`src/rtl/core/qrs_pkg.sv`:
```
// Package for the quadratic root solver: widths, root kind codes and shared types.
// Depends on nothing; every module of the block imports it.
`timescale 1ns / 1ps
`default_nettype none
package qrs_pkg;
    localparam int COEF_W       = 16;
    localparam int OUT_W        = 40;
    localparam int KIND_W       = 3;
    localparam int FRAC_BITS_DF = 16;
    localparam int DISC_W       = 36;  // |b*b - 4ac| < 2^33, kept unsigned with three spare bits
    localparam int INT_STEPS    = 18;  // bit pairs in the discriminant

    typedef enum logic [KIND_W-1:0] {
        KIND_INVALID = 3'd0,
        KIND_LINEAR  = 3'd1,
        KIND_TWO     = 3'd2,
        KIND_DOUBLE  = 3'd3,
        KIND_COMPLEX = 3'd4
    } kind_t;
endpackage
`default_nettype wire

```
`src/rtl/core/qrs_div_cell.sv`:
```
// One quotient-bit step of a restoring divider; a row of these forms the divide pipeline.
// Depends on qrs_pkg.
`timescale 1ns / 1ps
`default_nettype none
module qrs_div_cell
    import qrs_pkg::*;
#(
    parameter int NW = 56,   // dividend / quotient width
    parameter int DW = 17,   // divisor width
    parameter int SW = 8
)(
    input  wire logic          clk,
    input  wire logic          rst_n,
    input  wire logic          en,
    input  wire logic          vin,
    input  wire logic [DW:0]   rem_in,
    input  wire logic [NW-1:0] quo_in,   // remaining dividend bits shift out, quotient shifts in
    input  wire logic [DW-1:0] den_in,
    input  wire logic [SW-1:0] side_in,
    output logic               vout,
    output logic [DW:0]        rem_out,
    output logic [NW-1:0]      quo_out,
    output logic [DW-1:0]      den_out,
    output logic [SW-1:0]      side_out
);
    logic [DW+1:0] rem_sh;
    logic [DW+1:0] rem_diff;
    logic [DW:0]   rem_next;
    logic          qbit;
    logic          v_reg;
    logic [DW:0]   rem_reg;
    logic [NW-1:0] quo_reg;
    logic [DW-1:0] den_reg;
    logic [SW-1:0] side_reg;

    always_comb
    begin
        rem_sh   = {rem_in, quo_in[NW-1]};
        rem_diff = rem_sh - {2'b00, den_in};
        qbit     = (rem_sh >= {2'b00, den_in});
        if (qbit)
            rem_next = rem_diff[DW:0];
        else
            rem_next = rem_sh[DW:0];
    end

    always_ff @(posedge clk or negedge rst_n)
    begin
        if (!rst_n)
            v_reg <= 1'b0;
        else if (en)
            v_reg <= vin;
    end

    always_ff @(posedge clk)
    begin
        if (en)
        begin
            rem_reg  <= rem_next;
            quo_reg  <= {quo_in[NW-2:0], qbit};
            den_reg  <= den_in;
            side_reg <= side_in;
        end
    end

    assign vout     = v_reg;
    assign rem_out  = rem_reg;
    assign quo_out  = quo_reg;
    assign den_out  = den_reg;
    assign side_out = side_reg;
endmodule
`default_nettype wire

```
`config.mk`:
```
export PLATFORM = sky130hd
export DESIGN_NAME = qrs_div_cell
export DESIGN_NICKNAME = d
export VERILOG_FILES = /design/src/rtl/core/qrs_pkg.sv /design/src/rtl/core/qrs_div_cell.sv
export SDC_FILE = /design/constraint.sdc
export NUM_CORES = 1
export LEC_CHECK = 0
export BUFFER_PORTS_ARGS = -buffer_cell sky130_fd_sc_hd__buf_2
export CAP_MARGIN = 20
export CORE_ASPECT_RATIO = 0.6
export CORE_MARGIN = 8
export CORE_UTILIZATION = 47
export CTS_CLUSTER_DIAMETER = 120
export DETAILED_ROUTE_END_ITERATION = 10
export PLACE_DENSITY_LB_ADDON = 0.1
export SYNTH_ARGS = -nofsm -noshare
export SYNTH_HDL_FRONTEND = slang
export SYNTH_SLANG_ARGS = --single-unit
```
`constraint.sdc`:
```
create_clock -name clk -period 0.9 [get_ports clk]
set_input_delay 0.18 -clock clk [delete_from_list [all_inputs] [get_ports clk]]
set_output_delay 0.18 -clock clk [all_outputs]
set_load 0.05 [all_outputs]
```
After elaboration in Yosys (flattened, before gate mapping)
Cells that the tools add are included.
- register bits: 100
- input bits: 103
- output and inout bits: 100
- add/sub/neg operators: 1
- magnitude comparators: 1
- muxes and demuxes: 1
- operators by type and width (kind ; count):
    greater-or-equal comparator 19 x 17 -> 1 bit ; 1
    two-way mux 18 bit ; 1
    subtractor 18 x 17 -> 18 bit ; 1

Longest topological paths before layout
- word-level depth: 2
- gate-level depth with buffers: 10
- depth with buffers taken out: 10

Worst setup path after synthesis
Ideal clock, no wire load.
- path kind: input to register
- start: input port quo_in[55]
- end: register rem_reg[16] (netlist: rem_out[16]), data pin
- library setup time: 255 ps
- arrival: 2131 ps
- slack: -1486 ps
- stages on the path: 10
- path through: inv_1 -> ha_1 -> inv_1 -> fa_1 -> a21o_1 -> a221oi_2 -> o21bai_1 -> a2111oi_2 -> a41oi_1 -> a31o_1
- word-level cells in the longest chain between the ends: 2
- elaborated cells between the ends (all ways): 3
- those cells by class: add/sub (1); order compare (1); mux (1)
- ends and longest elaborated chain (what ; line ; RTL):
    start: declaration ; qrs_div_cell.sv:17 ; input wire logic [NW-1:0] quo_in,
    subtractor 18 x 17 -> 18 bit / greater-or-equal comparator 19 x 17 -> 1 bit (equally long branches) ; qrs_div_cell.sv:39, qrs_div_cell.sv:40 ;
    two-way mux 18 bit (*) ; qrs_div_cell.sv:41 ; if (qbit)
    via rem_next[16] ; qrs_div_cell.sv:28 ; logic [DW:0] rem_next;
    end signal: assignment ; qrs_div_cell.sv:59 ; rem_reg <= rem_next;
    end: declaration ; qrs_div_cell.sv:31 ; logic [DW:0] rem_reg;
The timed path passes the listed nets; every way through them passes the cells marked *.
A chain may end at the register's enable or synchronous reset.

Worst setup path after layout
- start: input port quo_in[55]
- end: register rem_reg[12] (netlist: rem_out[12]), data pin
The elaborated chain is that of the path after synthesis.

==> impl_metrics.tcl <==
set metrics [dict create \
    final_antenna_net_count 0 \
    switchingPower_mw 4.866 \
    pwr-share-clk 0.275 \
    syn_nets 396 \
    switching_share 0.3282 \
    power_density_mw_per_mm2 1894 \
    postLayoutCoreUtil 0.8616 \
    multi_input_area_mm2 0.001659 \
    yosysSeqAreaShare 0.6881 \
    stdcell_count 706 \
    setup_viol 119 \
    p_leak_nw 3.396 \
    die_x_um 140.3 \
    crit_required_ps 990 \
    final.min_clock_period_ps 2138 \
    core_mm2 0.009087 \
    seq_area_mm2 0.002999 \
    start_kind "input port" \
    irDropWorstVdd_mv 1.099 \
    portBuffers 202 \
    drv_slew 0 \
    track_usage 0.2265 \
    wl_met2_mm 7.980 \
    crit_fanout 3 \
    synthCells 275 \
    cts_tree "yes" \
    dp.cells 661 \
    maxCapViolations 0 \
    grt_max_degree 45 \
    tightestPinTransition_ps 865.9 \
    num_antenna_cells 0 \
    detail_route.first_pass.iterations 4 \
    final_hold_viol_count 0 \
    seqPwrFrac 0.396 \
    syn_area_per_cell_um2 15.84 \
    power.internal_mw 9.962 \
    grt_pass1_wl_mm 22.30 \
    crit-reg2reg-launch "vout" \
    drc_errors 0 \
    top_layer "met4" \
    io_pins 203 \
    synth_edf_count 99 \
    wirelength_mm 15.51 \
    worstSetupPathType "in -> reg" \
    fin_nets 706 \
    hpwlAfterDp_mm 9.968 \
    synth_seq_cells 100 \
    worst_setup_path_end_kind "flip-flop" \
    setup_tns_ps -38920 \
    synthArstFlopShare 0.01000 \
    clock_sinks 100 \
    max-slew-margin-rel 0.4166 \
    ys.flop_type "edfxtp_1" \
    cp-startpoint "quo_in[55]" \
    grt_pass1_vias 3818 \
    critical_path_arrival_ps 2230 \
    antenna_found_initial 0 \
    cts_buffer_depth 2 \
    yosysWarnings 0 \
    clock_latency_ps 340 \
    clock_skew_ps 0 \
    cts-root-buf "clkbuf_16" \
    hold_ws_ps 9.061 \
    rsz0062_at_grt "yes" \
    layout-drive-gt1-share 0.6627 \
    num_vias 3673 \
    post_drt_wl_per_cell_um 21.97 \
    die_y_um 90.58 \
    place_congestion 0.8983 \
    max_freq_mhz 467.8 \
    met1_length_mm 6.059 \
    syn_area_mm2 0.004357 \
    syn_to_final_growth_pct 79.72 \
    initial_core_util 0.4794 \
    fin_ws_ps -1238 \
    p_comb_frac 0.330 \
    status "complete, but fails checks" \
    cts.clk_slew.worst_paths_ps 70 \
    violations "negative setup slack" \
    synth_cell_type_count 52 \
    hold_start "quo_in[21]" \
    fin_crit_sh 2.375 \
    cts_buffers 9 \
    wl_met3_mm 1.281 \
    hold_path_class "in -> reg" \
    initialDrtViolationCount 209 \
    fillers 418 \
    h-tree-depth 3 \
    rows 27 \
    fp.dieArea_mm2 0.01271 \
    via_per_inst 5.203 \
    overflow 0 \
]
[stage by stage]
stage                     instance area [µm²]  setup WS, ps  total power, mW
after floorplan                          4443         -1406            8.306
after CTS                                7580         -1223            14.58
after global placement                   6150         -1605            9.540
final                                    7830         -1238            14.83
after detailed placement                 6150         -1652            9.620
after global routing                     7830         -1310            15.26
[state kept, by name, summed over array words and instances (netlist names)]
name / count
den_out: 17
quo_out: 56
rem_out: 18
side_out: 8
vout: 1
[worst paths after layout]
check,to,slack (ps),depth (start not counted)
min in group asynchronous,vout,200,2
max,rem_out[12],-1240,13
min,quo_out[22],9,1
min reg2reg,vout,540,1
max reg2reg,vout,120,1
max in group asynchronous,vout,600,2
[cells in the final DEF (no fill, tap or decap), drive strengths merged, types with 2 or more instances in the layout]
| cell | netlist | layout |
|---|---|---|
| a2111oi | 2 | 2 |
| a21oi | 18 | 18 |
| and3 | 3 | 3 |
| o211ai | 2 | 2 |
| nor3 | 3 | 3 |
| mux2 | 16 | 16 |
| edfxtp | 99 | 99 |
| xnor2 | 6 | 6 |
| o21bai | 3 | 3 |
| inv | 21 | 25 |
| nor4 | 2 | 2 |
| mux2i | 3 | 3 |
| dlygate4sd3 | 0 | 9 |
| clkbuf | 0 | 9 |
| nand2 | 12 | 14 |
| o21a | 3 | 3 |
| o31ai | 2 | 2 |
| a21o | 6 | 6 |
| ha | 17 | 17 |
| xor2 | 4 | 4 |
| nor2 | 11 | 11 |
| nor2b | 2 | 2 |
| nand3 | 7 | 7 |
| o21ai | 8 | 8 |
| or2 | 2 | 2 |
| buf | 6 | 294 |
| a221oi | 2 | 2 |
[cells in the mapped netlist, types with 2 or more instances]
library cell	number	share of area
a21oi_1	17	0.020
ha_1	17	0.049
xnor2_1	6	0.012
o21a_1	3	0.0052
edfxtp_1	99	0.68
inv_1	21	0.018
buf_2	5	0.0057
mux2_4	7	0.024
xor2_1	4	0.0080
nor3_1	3	0.0034
o21bai_1	2	0.0034
nand2_1	11	0.0095
mux2_2	9	0.023
and3_1	2	0.0029
nand3_1	7	0.0080
nor4_1	2	0.0029
or2_2	2	0.0029
o211ai_1	2	0.0034
a21o_1	5	0.0086
mux2i_1	3	0.0069
nor2_1	11	0.0095
o21ai_0	7	0.0080
[per-layer routing]
metal	track usage	up-vias
met3	0.06702	12
met4	0.05481	0
met5	0	-
met1	0.2731	1799
met2	0.3907	181
li1	-	1681
[cell type report]
| class | count | share of cell area |
|---|---|---|
| Clock inverter | 7 | 0.01135 |
| Inverter | 21 | 0.01326 |
| Tap cell | 116 | 0.01854 |
| Sequential cell | 100 | 0.3830 |
| Timing Repair Buffer | 303 | 0.3332 |
| Multi-Input combinational cell | 150 | 0.2119 |
| Clock buffer | 9 | 0.02876 |
[cells by family after synthesis]
group / count (synthesis) / synth area share
fa+ha+maj: 18 / 0.05342
compound gates: 55 / 0.1020
simple gates: 46 / 0.05371
xor+xnor: 10 / 0.02010
buf+inv: 27 / 0.02843
flops: 100 / 0.6881
mux: 19 / 0.05428
[power by group through the flow]
stage                     logic [mW]  clock network (mW)  registers (mW)
after floorplan                0.918                   0            7.39
after CTS                       4.64                4.10            5.84
final                           4.89                4.07            5.86
after global routing            5.07                4.28            5.91
after global placement          3.72                   0            5.82
after detailed placement        3.79                   0            5.83
[worst max-delay path, cell delays in order]
cell and delay, ps:
buf_8 110, inv_12 40, ha_4 150, inv_4 40
fa_2 340, a21o_1 200, a221oi_2 280, buf_4 180
o21bai_4 70, buf_4 160, a21oi_4 120, xnor2_1 90
mux2_4 260
[timing repair]
item	4_1_cts	5_1_grt
pin swaps	24	27
setup endpoints to repair	119	119
hold buffers	1	8
endpoints found under the hold margin	1	8
cloned	2	0
setup buffers	15	7
resized for setup	264	33
Power figures use the tool's default switching activity.
