### config.mk
export PLATFORM = sky130hd
export DESIGN_NAME = qrs_sqrt_cell
export DESIGN_NICKNAME = d
export VERILOG_FILES = /design/src/rtl/core/qrs_pkg.sv /design/src/rtl/core/qrs_sqrt_cell.sv
export SDC_FILE = /design/constraint.sdc
export NUM_CORES = 1
export LEC_CHECK = 0
export ABC_AREA = 1
export CAP_MARGIN = 20
export CORE_UTILIZATION = 45
export DETAILED_ROUTE_END_ITERATION = 7
export DONT_BUFFER_PORTS = 1
export PLACE_DENSITY = 0.65
export SLEW_MARGIN = 10
export SYNTH_ARGS = -nofsm -noshare
export SYNTH_HDL_FRONTEND = slang
export SYNTH_SLANG_ARGS = --single-unit
### constraint.sdc
create_clock -name clk -period 1.4 [get_ports clk]
set_input_delay 0 -clock clk [delete_from_list [all_inputs] [get_ports clk]]
set_output_delay 0 -clock clk [all_outputs]
set_load 0.05 [all_outputs]
### src/rtl/core/qrs_pkg.sv
// Package for the quadratic root solver: widths, root kind codes and shared types.
// Depends on nothing; every module of the block imports it.
`timescale 1ns / 1ps
`default_nettype none
package qrs_pkg;
    localparam int COEF_W       = 16;
    localparam int OUT_W        = 40;
    localparam int KIND_W       = 3;
    localparam int FRAC_BITS_DF = 16;
    localparam int DISC_W       = 36;  // |b*b - 4ac| < 2^33, kept unsigned with three spare bits
    localparam int INT_STEPS    = 18;  // bit pairs in the discriminant

    typedef enum logic [KIND_W-1:0] {
        KIND_INVALID = 3'd0,
        KIND_LINEAR  = 3'd1,
        KIND_TWO     = 3'd2,
        KIND_DOUBLE  = 3'd3,
        KIND_COMPLEX = 3'd4
    } kind_t;
endpackage
`default_nettype wire

### src/rtl/core/qrs_sqrt_cell.sv
// One bit-pair step of the restoring square root; a row of these forms the root pipeline.
// Depends on qrs_pkg.
`timescale 1ns / 1ps
`default_nettype none
module qrs_sqrt_cell
    import qrs_pkg::*;
#(
    parameter int RW = 40,   // root width
    parameter int SW = 24,   // sideband width
    parameter int PW = 72    // pending radicand bits
)(
    input  wire logic          clk,
    input  wire logic          rst_n,
    input  wire logic          en,
    input  wire logic          vin,
    input  wire logic [RW+1:0] rem_in,
    input  wire logic [RW-1:0] root_in,
    input  wire logic [PW-1:0] pend_in,
    input  wire logic [SW-1:0] side_in,
    output logic               vout,
    output logic [RW+1:0]      rem_out,
    output logic [RW-1:0]      root_out,
    output logic [PW-1:0]      pend_out,
    output logic [SW-1:0]      side_out
);
    logic [RW+1:0] rem_sh;
    logic [RW+1:0] trial;
    logic [RW+1:0] rem_next;
    logic [RW-1:0] root_next;
    logic          v_reg;
    logic [RW+1:0] rem_reg;
    logic [RW-1:0] root_reg;
    logic [PW-1:0] pend_reg;
    logic [SW-1:0] side_reg;

    always_comb
    begin
        rem_sh = {rem_in[RW-1:0], pend_in[PW-1 -: 2]};
        trial  = {root_in, 2'b01};
        if (rem_sh >= trial)
        begin
            rem_next  = rem_sh - trial;
            root_next = {root_in[RW-2:0], 1'b1};
        end
        else
        begin
            rem_next  = rem_sh;
            root_next = {root_in[RW-2:0], 1'b0};
        end
    end

    always_ff @(posedge clk or negedge rst_n)
    begin
        if (!rst_n)
            v_reg <= 1'b0;
        else if (en)
            v_reg <= vin;
    end

    always_ff @(posedge clk)
    begin
        if (en)
        begin
            rem_reg  <= rem_next;
            root_reg <= root_next;
            pend_reg <= {pend_in[PW-3:0], 2'b00};
            side_reg <= side_in;
        end
    end

    assign vout     = v_reg;
    assign rem_out  = rem_reg;
    assign root_out = root_reg;
    assign pend_out = pend_reg;
    assign side_out = side_reg;
endmodule
`default_nettype wire

## Word level (Yosys, flattened, before mapping)

Cells that the tools add are included.

| operators by class | value |
|---|---|
| add/sub/neg operators | 1 |
| magnitude comparators | 1 |
| muxes and demuxes | 2 |

Operator list:

| operator | number |
|---|---|
| $ge 42x42->1 | 1 |
| $mux 42 | 1 |
| $sub 42x42->42 | 1 |
| $mux 1 | 1 |

| word-level totals | value |
|---|---|
| bits in registers | 177 |
| output and inout bits | 179 |

## Longest topological paths before layout

| logic depth | value |
|---|---|
| depth after elaboration | 2 |
| depth in mapped cells | 16 |
| depth with buffers taken out | 15 |

## Worst setup path after synthesis

Ideal clock, no wire load.

| timing path | value |
|---|---|
| path type | input port to flip-flop |
| start | input port root_in[7] |
| end | register rem_reg[26], in the netlist rem_out[26] (data pin) |
| arrival | 1.383 ns |
| required time | 1.147 ns |
| setup slack | -0.236 ns |
| stages | 15 |
| cell sequence | inv_1 > ha_1 > nand2_1 > inv_1 > nand2_1 > nand2_1 > inv_1 > nand3_2 > nand2_1 > nand3_2 > nand2_2 > nand2_8 > buf_4 > nand3_1 > nand2_1 |

| on the way | value |
|---|---|
| cells in the longest elaborated chain, start to end | 2 |
| elaborated cells on any way between the ends | 3 |
| classes of those cells | add/sub (1); order compare (1); mux (1) |

RTL lines:

| what | line | RTL |
|---|---|---|
| from (decl) | qrs_sqrt_cell.sv:17 | `input wire logic [RW-1:0] root_in,` |
| $sub 42x42->42 or $ge 42x42->1 (tied branches) | qrs_sqrt_cell.sv:42, qrs_sqrt_cell.sv:40 |  |
| $mux 42 * | qrs_sqrt_cell.sv:40 | `if (rem_sh >= trial)` |
| named net rem_next[26] | qrs_sqrt_cell.sv:28 | `logic [RW+1:0] rem_next;` |
| to (signal assigned) | qrs_sqrt_cell.sv:64 | `rem_reg <= rem_next;` |
| to (decl) | qrs_sqrt_cell.sv:31 | `logic [RW+1:0] rem_reg;` |

The timed path passes the listed nets; every way through them passes the cells marked *.
A chain may end at the register's enable or synchronous reset.

==> results.md <==
Run status:
- The flow ran to the end, but the final reports show violations.
- The checks that failed: negative hold slack.

Yosys:
- The synthesized netlist contains 28 unique library cells.
- The share of synthesized area occupied by flip-flops and latches is 0.563.
- The number of instances in the synthesized netlist is 1,061.
- Counting flops and latches in the post-synthesis netlist gives 177.
- The synthesized-area fraction occupied by ao, oa, aoi and oai cells is 0.0255.
- The mux cell area share after synthesis is 0.00119.
- The post-synthesis share of cell area spent on full adders, half adders and majority gates is 0.0557.
- The simple-gate share of the synthesized area is 0.247.
- The number of warnings printed during yosys synthesis is 0.
- Of the total synthesized cell area, the portion taken by XOR and XNOR cells is 0.0214.
- Each instance of the synthesized netlist takes up on average 8.89 sq um.
- In this run the cell area of the synthesized design comes to ~9400 sq um.
- The main combinational cell family by area after synthesis is simple AND/OR/NAND/NOR gates.

Timing:
- The worst-case setup margin in the final layout is 16.9 ps.
- The worst hold margin is -306 ps.
- The final count of pins violating max slew was 0.
- The final hold violation count is 176.
- The minimum clock period after layout is ~1400 ps.
- The highest clock frequency the design can meet is 0.723 GHz.
- Setup violations remaining at the end of the flow were counted as 0.
- The transition time at the pin with the least slew margin is about 560 ps.
- The worst slew margin relative to its limit is 0.628.
- Setup repair after global routing could not meet its margin everywhere.
- The final clock skew is 0 ps.
- In the finished design, the share of the clock period the worst path needs comes to 0.988.
- Setup total negative slack on the finished layout was measured at 0 ps.

Final layout:
- The total of fill cells in the finished design is ~1,600.
- Registers take around 5300 sq um.
- The post-route core utilization is 0.683.
- The repair_antennas step left the layout with diodes totalling 0.
- The multi-input combinational cells in the finished layout cover a total of roughly 4100 sq um.
- The signed area change from the synthesized netlist to the final layout is 47.5%.
- In the layout the commonest cells are sky130_fd_sc_hd__nand2_1, sky130_fd_sc_hd__dlygate4sd3_1, sky130_fd_sc_hd__edfxtp_1, sky130_fd_sc_hd__inv_1, sky130_fd_sc_hd__buf_4.
- The post-layout net count is 1,602.
- The library cell used most frequently in the layout, excluding fill and tap cells, is sky130_fd_sc_hd__nand2_1.
- In the final layout, the share of cells above drive strength 1 is 0.221.
- The count of non-filler cells in the finished layout is 1,661.

Worst setup path:
- The largest fanout on the critical path is 2.
- The capturing element type of the critical path is a flop.
- The worst register-to-register path has a setup slack of 20 ps.
- At the worst endpoint, the arrival time is between 1500 and 2000 ps.
- The worst reg2reg path endpoint is vout.
- The nature of the critical path startpoint is a flop.
- The worst register-to-register path begins at vout.
- The start-to-end type of the worst setup path is reg2reg.
- The number of cells on the worst reg-to-reg path is 2.
- The required time at the endpoint of the critical path is 1700 ps.

Hold path:
- The end point of the most critical hold path is rem_out[37].
- The source of the worst hold timing path is en.
- The worst hold path was traced through 0 stages.
- The worst min-delay path class is in2reg.

Clocking:
- The clock latency on the worst-skew pair is around 420 ps.
- The number of CTS-inserted buffers is 17.
- TritonCTS built the clock tree.
- The number of clock sinks is around 180.
- The H-tree was split into 4 levels.
- The master cell of the clock root buffer is sky130_fd_sc_hd__clkbuf_16.
- The clock transition at the registers of the reported paths is around 80 ps.
- The maximum clock path buffer count is 2.

Global routing:
- The number of global-route vias before repair is 8,239.
- For this run the aggregate overflow at the end of global routing stands at 0.
- The initial antenna violation count is 0.
- For met2 alone, demand over resource in global routing was 0.510.
- The total global routing track utilization is 0.275.
- The routing usage on met3 is 0.0478.
- The routing layer with the top usage in global route is met2.
- The global routing met1 resource utilization is 0.323.
- Entering global routing, the biggest net connects roughly 180 pins.
- The wire length of the first global-routing pass is roughly 45,000 um.

Run:
- Across the run, the number of max-cap violations was 0.

Power and ir drop:
- Dividing total power by cell area gives a power density of between 1000 and 1500 nW/um^2.
- The maximum vdd ir drop is between 0.0006 and 0.0007 V.
- The analysis attributes to cell leakage a power of approximately 6.3 nW.

Placed design:
- The post-DP HPWL is ~21,000 um.
- The instance count after placement with tap cells included is 1,448.
- In this run the tool buffered the top-level ports with 0 buffer cells.
- The post-placement setup slack is -423 ps.
- At the end of routability-driven placement, the weighted congestion stood at about 0.9.

Routing:
- The detailed-router iteration count before antenna repair is 5.
- The number of DRC violations after detailed-routing iteration 0 is about 400.
- The routed wirelength normalized by instance count is ~18 um.
- Detailed routing inserted a total of 8,044 vias.
- After detailed routing, the number of remaining DRC violations is 0.
- The routed wire length is approximately 30,000 um.
- The remaining antenna violation count is 0.
- The detailed-route vias per instance is just under 5.

Floorplan:
- The die covers about 22,000 sq um.
- After floorplanning, the core was divided into 52 placement rows.
- The initial utilization of the core area, before any placement, comes to 0.463.
- The overall die width is 147 um.
- The total area inside the core boundary comes to between 20,000 and 25,000 sq um.
- During I/O placement, the number of pins put on the boundary was around 360.
- The die is 147 um tall.
==> critical path: stages, from the launching register on <==
cell	delay, ps
sky130_fd_sc_hd__dfrtp_1	410
sky130_fd_sc_hd__mux2_2	270
sky130_fd_sc_hd__dlygate4sd3_1	580
==> layer usage <==
layer | share of wire | up-vias
met1 | 0.41 | 3751
li1 | - | 3991
met4 | 0.018 | 0
met2 | 0.53 | 267
met5 | 0 | -
met3 | 0.050 | 35
==> where the power goes <==
| group | internal (W) | total [W] | leakage (nW) | switching, W |
|---|---|---|---|---|
| Clock | 0.00242 | 0.00476 | 0.288 | 0.00234 |
| Sequential | 0.00648 | 0.00845 | 1.73 | 0.00197 |
| Combinational | 0.00158 | 0.00321 | 4.28 | 0.00163 |
| Total | 0.0105 | 0.0164 | 6.30 | 0.00595 |
==> cell type report <==
class,instances,area share
Clock buffer,18,0.0308
Inverter,191,0.0548
Sequential cell,177,0.382
Timing Repair Buffer,307,0.204
Multi-Input combinational cell,684,0.294
Clock inverter,14,0.0110
Tap cell,270,0.0243
==> logic make-up (layout without fill, tap and decap cells) <==
kind of cell | count (synthesis) | in the layout
buffers and inverters | 201 | 530
xor gates and xnor gates | 23 | 23
muxes | 1 | 1
other | 1 | 2
AOI/OAI and AO/OA | 45 | 45
DFF | 177 | 177
adders and majority gates | 42 | 42
and+or+nand+nor | 571 | 571
==> synth_stat cells <==
cell / number / area (sq um)
sky130_fd_sc_hd__conb_1: 1 / 3.75
sky130_fd_sc_hd__nand2_2: 2 / 12.5
sky130_fd_sc_hd__nor2_2: 12 / 75.1
sky130_fd_sc_hd__mux2_2: 1 / 11.3
sky130_fd_sc_hd__buf_4: 5 / 37.5
sky130_fd_sc_hd__a21oi_1: 30 / 150
sky130_fd_sc_hd__nand2_8: 1 / 20.0
sky130_fd_sc_hd__nand4_1: 4 / 25.0
sky130_fd_sc_hd__inv_1: 190 / 713
sky130_fd_sc_hd__o21bai_1: 4 / 30.0
sky130_fd_sc_hd__inv_4: 1 / 6.26
sky130_fd_sc_hd__a21o_1: 1 / 7.51
sky130_fd_sc_hd__buf_6: 5 / 56.3
sky130_fd_sc_hd__o21ai_0: 9 / 45.0
sky130_fd_sc_hd__nand3_2: 2 / 20.0
sky130_fd_sc_hd__dfrtp_1: 1 / 25.0
sky130_fd_sc_hd__or2_2: 2 / 12.5
sky130_fd_sc_hd__nand2_1: 409 / 1540
sky130_fd_sc_hd__a21boi_0: 1 / 7.51
sky130_fd_sc_hd__nor2_1: 77 / 289
sky130_fd_sc_hd__edfxtp_1: 176 / 5290
sky130_fd_sc_hd__ha_1: 42 / 526
sky130_fd_sc_hd__nand3b_1: 7 / 52.6
sky130_fd_sc_hd__and2_1: 1 / 6.26
sky130_fd_sc_hd__nand3_1: 47 / 235
sky130_fd_sc_hd__nor3_1: 6 / 30.0
sky130_fd_sc_hd__xor2_1: 23 / 201
sky130_fd_sc_hd__nor4_2: 1 / 12.5
==> registers in the layout (all words and copies together), names as in the netlist <==
signal	cells
rem_out	42
side_out	24
pend_out	70
vout	1
root_out	40
==> what timing repair did <==
action,in CTS,in global routing
endpoints found under the hold margin,353,177
gates resized for setup,0,21
hold buffers,179,1
setup buffers,0,1
endpoints found under the setup margin,0,43
==> stage by stage <==
stage          total power (W)  instance area, sq um
3_3_place_gp            0.0112                 11400
2_1_floorplan           0.0102                 10200
5_1_grt                 0.0170                 13900
3_5_place_dp            0.0112                 11400
6_report                0.0164                 13900
4_1_cts                 0.0163                 13800
==> worst max path at each step <==
stage | from | endpoint
floorplan | root_in[26] | rem_out[30]
detailed placement | root_in[25] | rem_out[26]
global route | root_in[14] | rem_out[37]
CTS | root_in[25] | rem_out[26]
finish | vout | vout
global placement | root_in[25] | rem_out[36]
Note: power is estimated with default switching activity, not from simulation.
